--- config.mk ---
export PLATFORM = sky130hd
export DESIGN_NAME = ddo_ctrl
export DESIGN_NICKNAME = d
export VERILOG_FILES = /design/src/rtl/core/ddo_pkg.sv /design/src/rtl/core/ddo_ctrl.sv
export SDC_FILE = /design/constraint.sdc
export NUM_CORES = 1
export LEC_CHECK = 0
export BUFFER_PORTS_ARGS = -buffer_cell sky130_fd_sc_hd__buf_2
export CAP_MARGIN = 30
export CELL_PAD_IN_SITES_DETAIL_PLACEMENT = 1
export CELL_PAD_IN_SITES_GLOBAL_PLACEMENT = 2
export CORE_MARGIN = 3
export CORE_UTILIZATION = 17
export DETAILED_ROUTE_END_ITERATION = 16
export GPL_ROUTABILITY_DRIVEN = 0
export PLACE_DENSITY_LB_ADDON = 0.1
export SLEW_MARGIN = 20
export SYNTH_ARGS = -nofsm -noshare
export SYNTH_HDL_FRONTEND = slang
export SYNTH_SLANG_ARGS = --single-unit
export TNS_END_PERCENT = 100
--- constraint.sdc ---
create_clock -name clk -period 1 [get_ports clk]
set_input_delay 0.05 -clock clk [delete_from_list [all_inputs] [get_ports clk]]
set_output_delay 0.05 -clock clk [all_outputs]
set_load 0.01 [all_outputs]
--- src/rtl/core/ddo_pkg.sv ---
package ddo_pkg;

  localparam int TickBits    = 16;
  localparam int CordicSteps = 16;
  localparam int StepBits    = 5;

  localparam logic [1:0] REG_LEFT  = 2'd0;
  localparam logic [1:0] REG_RIGHT = 2'd1;
  localparam logic [1:0] REG_ANGLE = 2'd2;

  localparam logic signed [33:0] CordicStart = 34'sd652032874;

  typedef enum logic [2:0] {
    ST_IDLE,
    ST_MUL,
    ST_SUM,
    ST_CORDIC,
    ST_TRIG,
    ST_POS,
    ST_OUT
  } state_t;

  typedef struct packed {
    logic load;
    logic mul;
    logic sum;
    logic cordic_init;
    logic cordic_step;
    logic trig;
    logic pos;
  } cmd_t;

  typedef struct packed {
    logic cordic_done;
  } sts_t;

  function automatic logic signed [33:0] atan_val(input logic [4:0] i);
    case (i)
      5'd0:  atan_val = 34'sh20000000;
      5'd1:  atan_val = 34'sh12E4051E;
      5'd2:  atan_val = 34'sh09FB385B;
      5'd3:  atan_val = 34'sh051111D4;
      5'd4:  atan_val = 34'sh028B0D43;
      5'd5:  atan_val = 34'sh0145D7E1;
      5'd6:  atan_val = 34'sh00A2F61E;
      5'd7:  atan_val = 34'sh00517C55;
      5'd8:  atan_val = 34'sh0028BE53;
      5'd9:  atan_val = 34'sh00145F2F;
      5'd10: atan_val = 34'sh000A2F98;
      5'd11: atan_val = 34'sh000517CC;
      5'd12: atan_val = 34'sh00028BE6;
      5'd13: atan_val = 34'sh000145F3;
      5'd14: atan_val = 34'sh0000A2F9;
      5'd15: atan_val = 34'sh0000517C;
      5'd16: atan_val = 34'sh000028BE;
      5'd17: atan_val = 34'sh0000145F;
      5'd18: atan_val = 34'sh00000A2F;
      5'd19: atan_val = 34'sh00000517;
      5'd20: atan_val = 34'sh0000028B;
      5'd21: atan_val = 34'sh00000145;
      5'd22: atan_val = 34'sh000000A2;
      5'd23: atan_val = 34'sh00000051;
      default: atan_val = 34'sh0;
    endcase
  endfunction

endpackage

--- src/rtl/core/ddo_ctrl.sv ---
module ddo_ctrl (
  input  logic          clk,
  input  logic          rst_n,
  input  logic          in_valid,
  output logic          in_stall,
  output logic          out_valid,
  input  logic          out_stall,
  input  ddo_pkg::sts_t sts,
  output ddo_pkg::cmd_t cmd
);
  import ddo_pkg::*;

  state_t state_r, state_nxt;

  always_ff @(posedge clk) begin
    if (!rst_n) begin
      state_r <= ST_IDLE;
    end else begin
      state_r <= state_nxt;
    end
  end

  always_comb begin
    state_nxt = state_r;
    case (state_r)
      ST_IDLE:   if (in_valid) state_nxt = ST_MUL;
      ST_MUL:    state_nxt = ST_SUM;
      ST_SUM:    state_nxt = ST_CORDIC;
      ST_CORDIC: if (sts.cordic_done) state_nxt = ST_TRIG;
      ST_TRIG:   state_nxt = ST_POS;
      ST_POS:    state_nxt = ST_OUT;
      ST_OUT:    if (!out_stall) state_nxt = ST_IDLE;
      default:   state_nxt = ST_IDLE;
    endcase
  end

  always_comb begin
    cmd = '0;
    in_stall = 1'b1;
    out_valid = 1'b0;
    case (state_r)
      ST_IDLE: begin
        in_stall = 1'b0;
        cmd.load = in_valid;
      end
      ST_MUL:    cmd.mul = 1'b1;
      ST_SUM: begin
        cmd.sum = 1'b1;
        cmd.cordic_init = 1'b1;
      end
      ST_CORDIC: cmd.cordic_step = !sts.cordic_done;
      ST_TRIG:   cmd.trig = 1'b1;
      ST_POS:    cmd.pos = 1'b1;
      ST_OUT:    out_valid = 1'b1;
      default:   cmd = '0;
    endcase
  end

endmodule

======== After elaboration in Yosys (flattened, before gate mapping) ========
Index checks and enable logic that the tools add are counted.
storage, ports and cells
  register bits after elaboration ......... 3
  input bits .............................. 5
  logic and storage cells ................. 25
operators by class
  equal/unequal tests ..................... 9
  multiplexer cells ....................... 12
  reductions and logical operators ........ 3
operators by type and width
  operator              count
  $pmux W3 S7           1
  $eq A3 B3 Y1 const B  3
  $mux W3               3
  $mux W1               7
  $eq A3 B2 Y1 const B  2
  $ne A2 B2 Y1 const B  3
  $eq A3 B1 Y1 const B  1
  $logic_not A3 Y1      1
  $reduce_and A3 Y1     1
  $mux W2               1
  $logic_not A1 Y1      1

======== Longest topological paths before layout ========
  depth after elaboration ................. 3
  mapped depth ............................ 4

======== Least setup slack after synthesis ========
No wires, ideal clock.
  path kind ............................... register to output
  start point ............................. register state_r[1]
  end point ............................... output cmd[4] (netlist name)
  arrival time ............................ 1038 ps
  path slack .............................. -88 ps
  cell stages (with the launch flop) ...... 5
  path through ............................ dfxtp_1 buf_2 inv_1 nor3_1 buf_4
RTL lines
  what                    RTL line        text
  from (decl)             ddo_ctrl.sv:13  state_t state_r, state_nxt;
  from (signal assigned)  ddo_ctrl.sv:19  state_r <= state_nxt;
  to (decl)               ddo_ctrl.sv:9   output ddo_pkg::cmd_t cmd

==> reports/metrics.yaml <==
run_status:
  status: "finished with violations"
  violations: "setup timing"
clock_network:
  clk_pin_slew_ns: 0.04
  clk_path_buf_depth: 2
  clk_latency_ns: 0.24
  cts_tree: "done"
  cts_buffers: 3
  postCtsHoldBufs: 0
  cts_root_buf: "clkbuf_4"
  clock_sinks: 3
  htreeDepth: 1
timing:
  finalCriticalPeriod_ns: 1.20
  finalSetupViolCount: 9
  timing.final.ws_setup_ns: -0.204
  slew_viol_final: 0
  hold_viol: 0
  totalNegativeSetupSlack_ns: -1.14
  tightestPinTransition_ns: 0.168
  rsz0062_at_grt: "yes"
  holdWs_ns: 0.0582
  slew_headroom_pct: 88.7
  min_period_over_period_pct: 120
  fmax_mhz: 831
  skew_ns: 0.00176
die:
  pin_count: 14
  num_rows: 12
  die_area_sq_mm: 0.00189
  core-area_sq_mm: 0.00122
  dieHeight_microns: 43.5
  initial_core_util_pct: 19.7
  die_w_microns: 43.5
placement:
  dp_hpwl_microns: 572
  io_buffers: 13
  dpl_cell_area_sq_um: 325
  place_inst: 58
yosys:
  synth-seq-cells: 3
  synth_nets: 37
  ys_warn_count: 0
  synth_cell_type_count: 21
  syn_area_sq_um: 239
  synth.avg_cell_area_sq_um: 7.47
  ys_seq_area_share_pct: 25.1
  synth_cells: 32
flow_run:
  maxCapViolCount: 0
critical_path:
  cp-startpoint: "state_r[0]$_SDFFE_PN0P_"
  critPathArrivalTime_ns: 1.15
  path_buf_inv: 1
  critPathSlowestCell: "or3_4"
  cp.required_ns: 0.95
  path_cells: "or3_4 -> nor2_4 -> buf_6"
  worst_path_dominant_cell_family: "simple AND/OR/NAND/NOR gates"
  end_kind: "primary output"
  reg2reg_from: "state_r[0]$_SDFFE_PN0P_"
  critPathLaunchType: "flop"
  cp_max_fo: 5
  path_class: "flop to primary output"
  critPathMaxStageDelay_ns: 0.38
  rr_worst_depth: 3
  path_depth: 3
finish:
  top_regs: "state_r x3"
  layout-drive-gt1-share_pct: 62.5
  instances_no_fill: 62
  area_growth_pct: 61.8
  regMostFlops: "state_r"
  final_area_sq_um: 387
  diodes: 0
  layout_commonest_cell: "buf_2"
  layout_common_cells: "buf_2, nor2_1, clkbuf_4"
  largest_register_ffs: 3
  nNetsFinal: 54
global_route:
  grt_pass1_vias: 280
  met3_usage_pct: 1.66
  grtUsageMet2_pct: 16.2
  grt_pass1_wl_mm: 1.34
  grt_overflow: 0
  busiest_layer: "met2"
  met1_usage_pct: 10.8
  grt_max_degree: 10
  grt_antenna_before_repair: 0
  track_usage_pct: 9.92
detailed_routing:
  drc_errors: 0
  drtIter0Drc: 1
  vias_per_cell: 4.31
  wirelength_microns: 775
  vias: 267
  post_drt_wl_per_cell_microns: 12.5
  antenna_left: 0
  drtPass1Iterations: 2
pwr:
  leakagePower_nw: 0.183
  power_mw: 0.514
  powerDensity_mw_per_mm2: 1330
  peakVddDrop_mv: 0.322
min_path:
  hold_path_class: "input port to flop"
  worstHoldPathCells: 3
  hp-start: "rst_n"
-- cell usage after synthesis, drive strengths merged --
cell    number  area share, %
dfxtp        3             25
a21oi        2            4.2
nand4b       1            3.7
and3         2            5.8
or2b         1            3.1
and2b        1            3.7
or3          1            4.7
nand2b       2            5.2
nand2        2            3.1
o21ai        1            2.1
nor3         2            4.2
o211ai       1            3.1
nor2         4            7.3
a21boi       1            3.1
inv          2            3.1
nor3b        2            6.3
buf          4             12
-- kinds of logic after synthesis --
kind of cell	share of synthesized area [%]
simple gates	47.1
buf+inv	15.2
compound gates	12.6
flops	25.1
-- metrics by stage --
step	setup slack (ns)	utilization, %
4_1_cts	-0.212	31.2
3_5_place_dp	0.0142	26.7
5_1_grt	-0.242	31.8
3_3_place_gp	0.0381	26.7
6_report	-0.204	31.8
2_1_floorplan	0.00852	-
-- worst reg2reg max path: stages, from the launching register on --
cell	delay, ns
dfxtp_4	0.36
and2b_2	0.22
o21ai_1	0.12
a21boi_0	0.10
-- power by group --
| part | switching (mW) | internal (mW) | total [mW] |
|---|---|---|---|
| Sequential | 0.0136 | 0.130 | 0.144 |
| Clock | 0.0720 | 0.150 | 0.222 |
| Combinational | 0.0749 | 0.0736 | 0.148 |
| Total | 0.160 | 0.354 | 0.514 |
-- layer usage --
metal,share of wire [%],up-vias,wire length [microns]
met1,41,122,314
met3,4.8,0,37
met4,0,0,0
met5,0,-,0
li1,-,136,-
met2,55,9,423
-- final timing paths --
check | end | slack, ns
worst max-delay path | cmd[6] | -0.20
worst min-delay path | state_r[1]$_SDFFE_PN0P_ | 0.06
worst max register to register | state_r[2]$_SDFFE_PN0P_ | 0.08
worst min register to register | state_r[0]$_SDFFE_PN0P_ | 0.62
-- timing repair --
action | 4_1_cts | 5_1_grt
endpoints found under the setup margin | 9 | 10
gates resized for setup | 8 | 4
buffers inserted | 0 | 0
pin swaps | 2 | 0
-- final cells by class --
type | count | area, sq um
fill | 165 | 830
multi-input combinational | 23 | 169
timing repair buffer | 16 | 97.6
sequential | 3 | 68.8
clock buffer | 4 | 26.3
tap | 14 | 17.5
inverter | 2 | 7.51
Power figures use the tool's default switching activity.
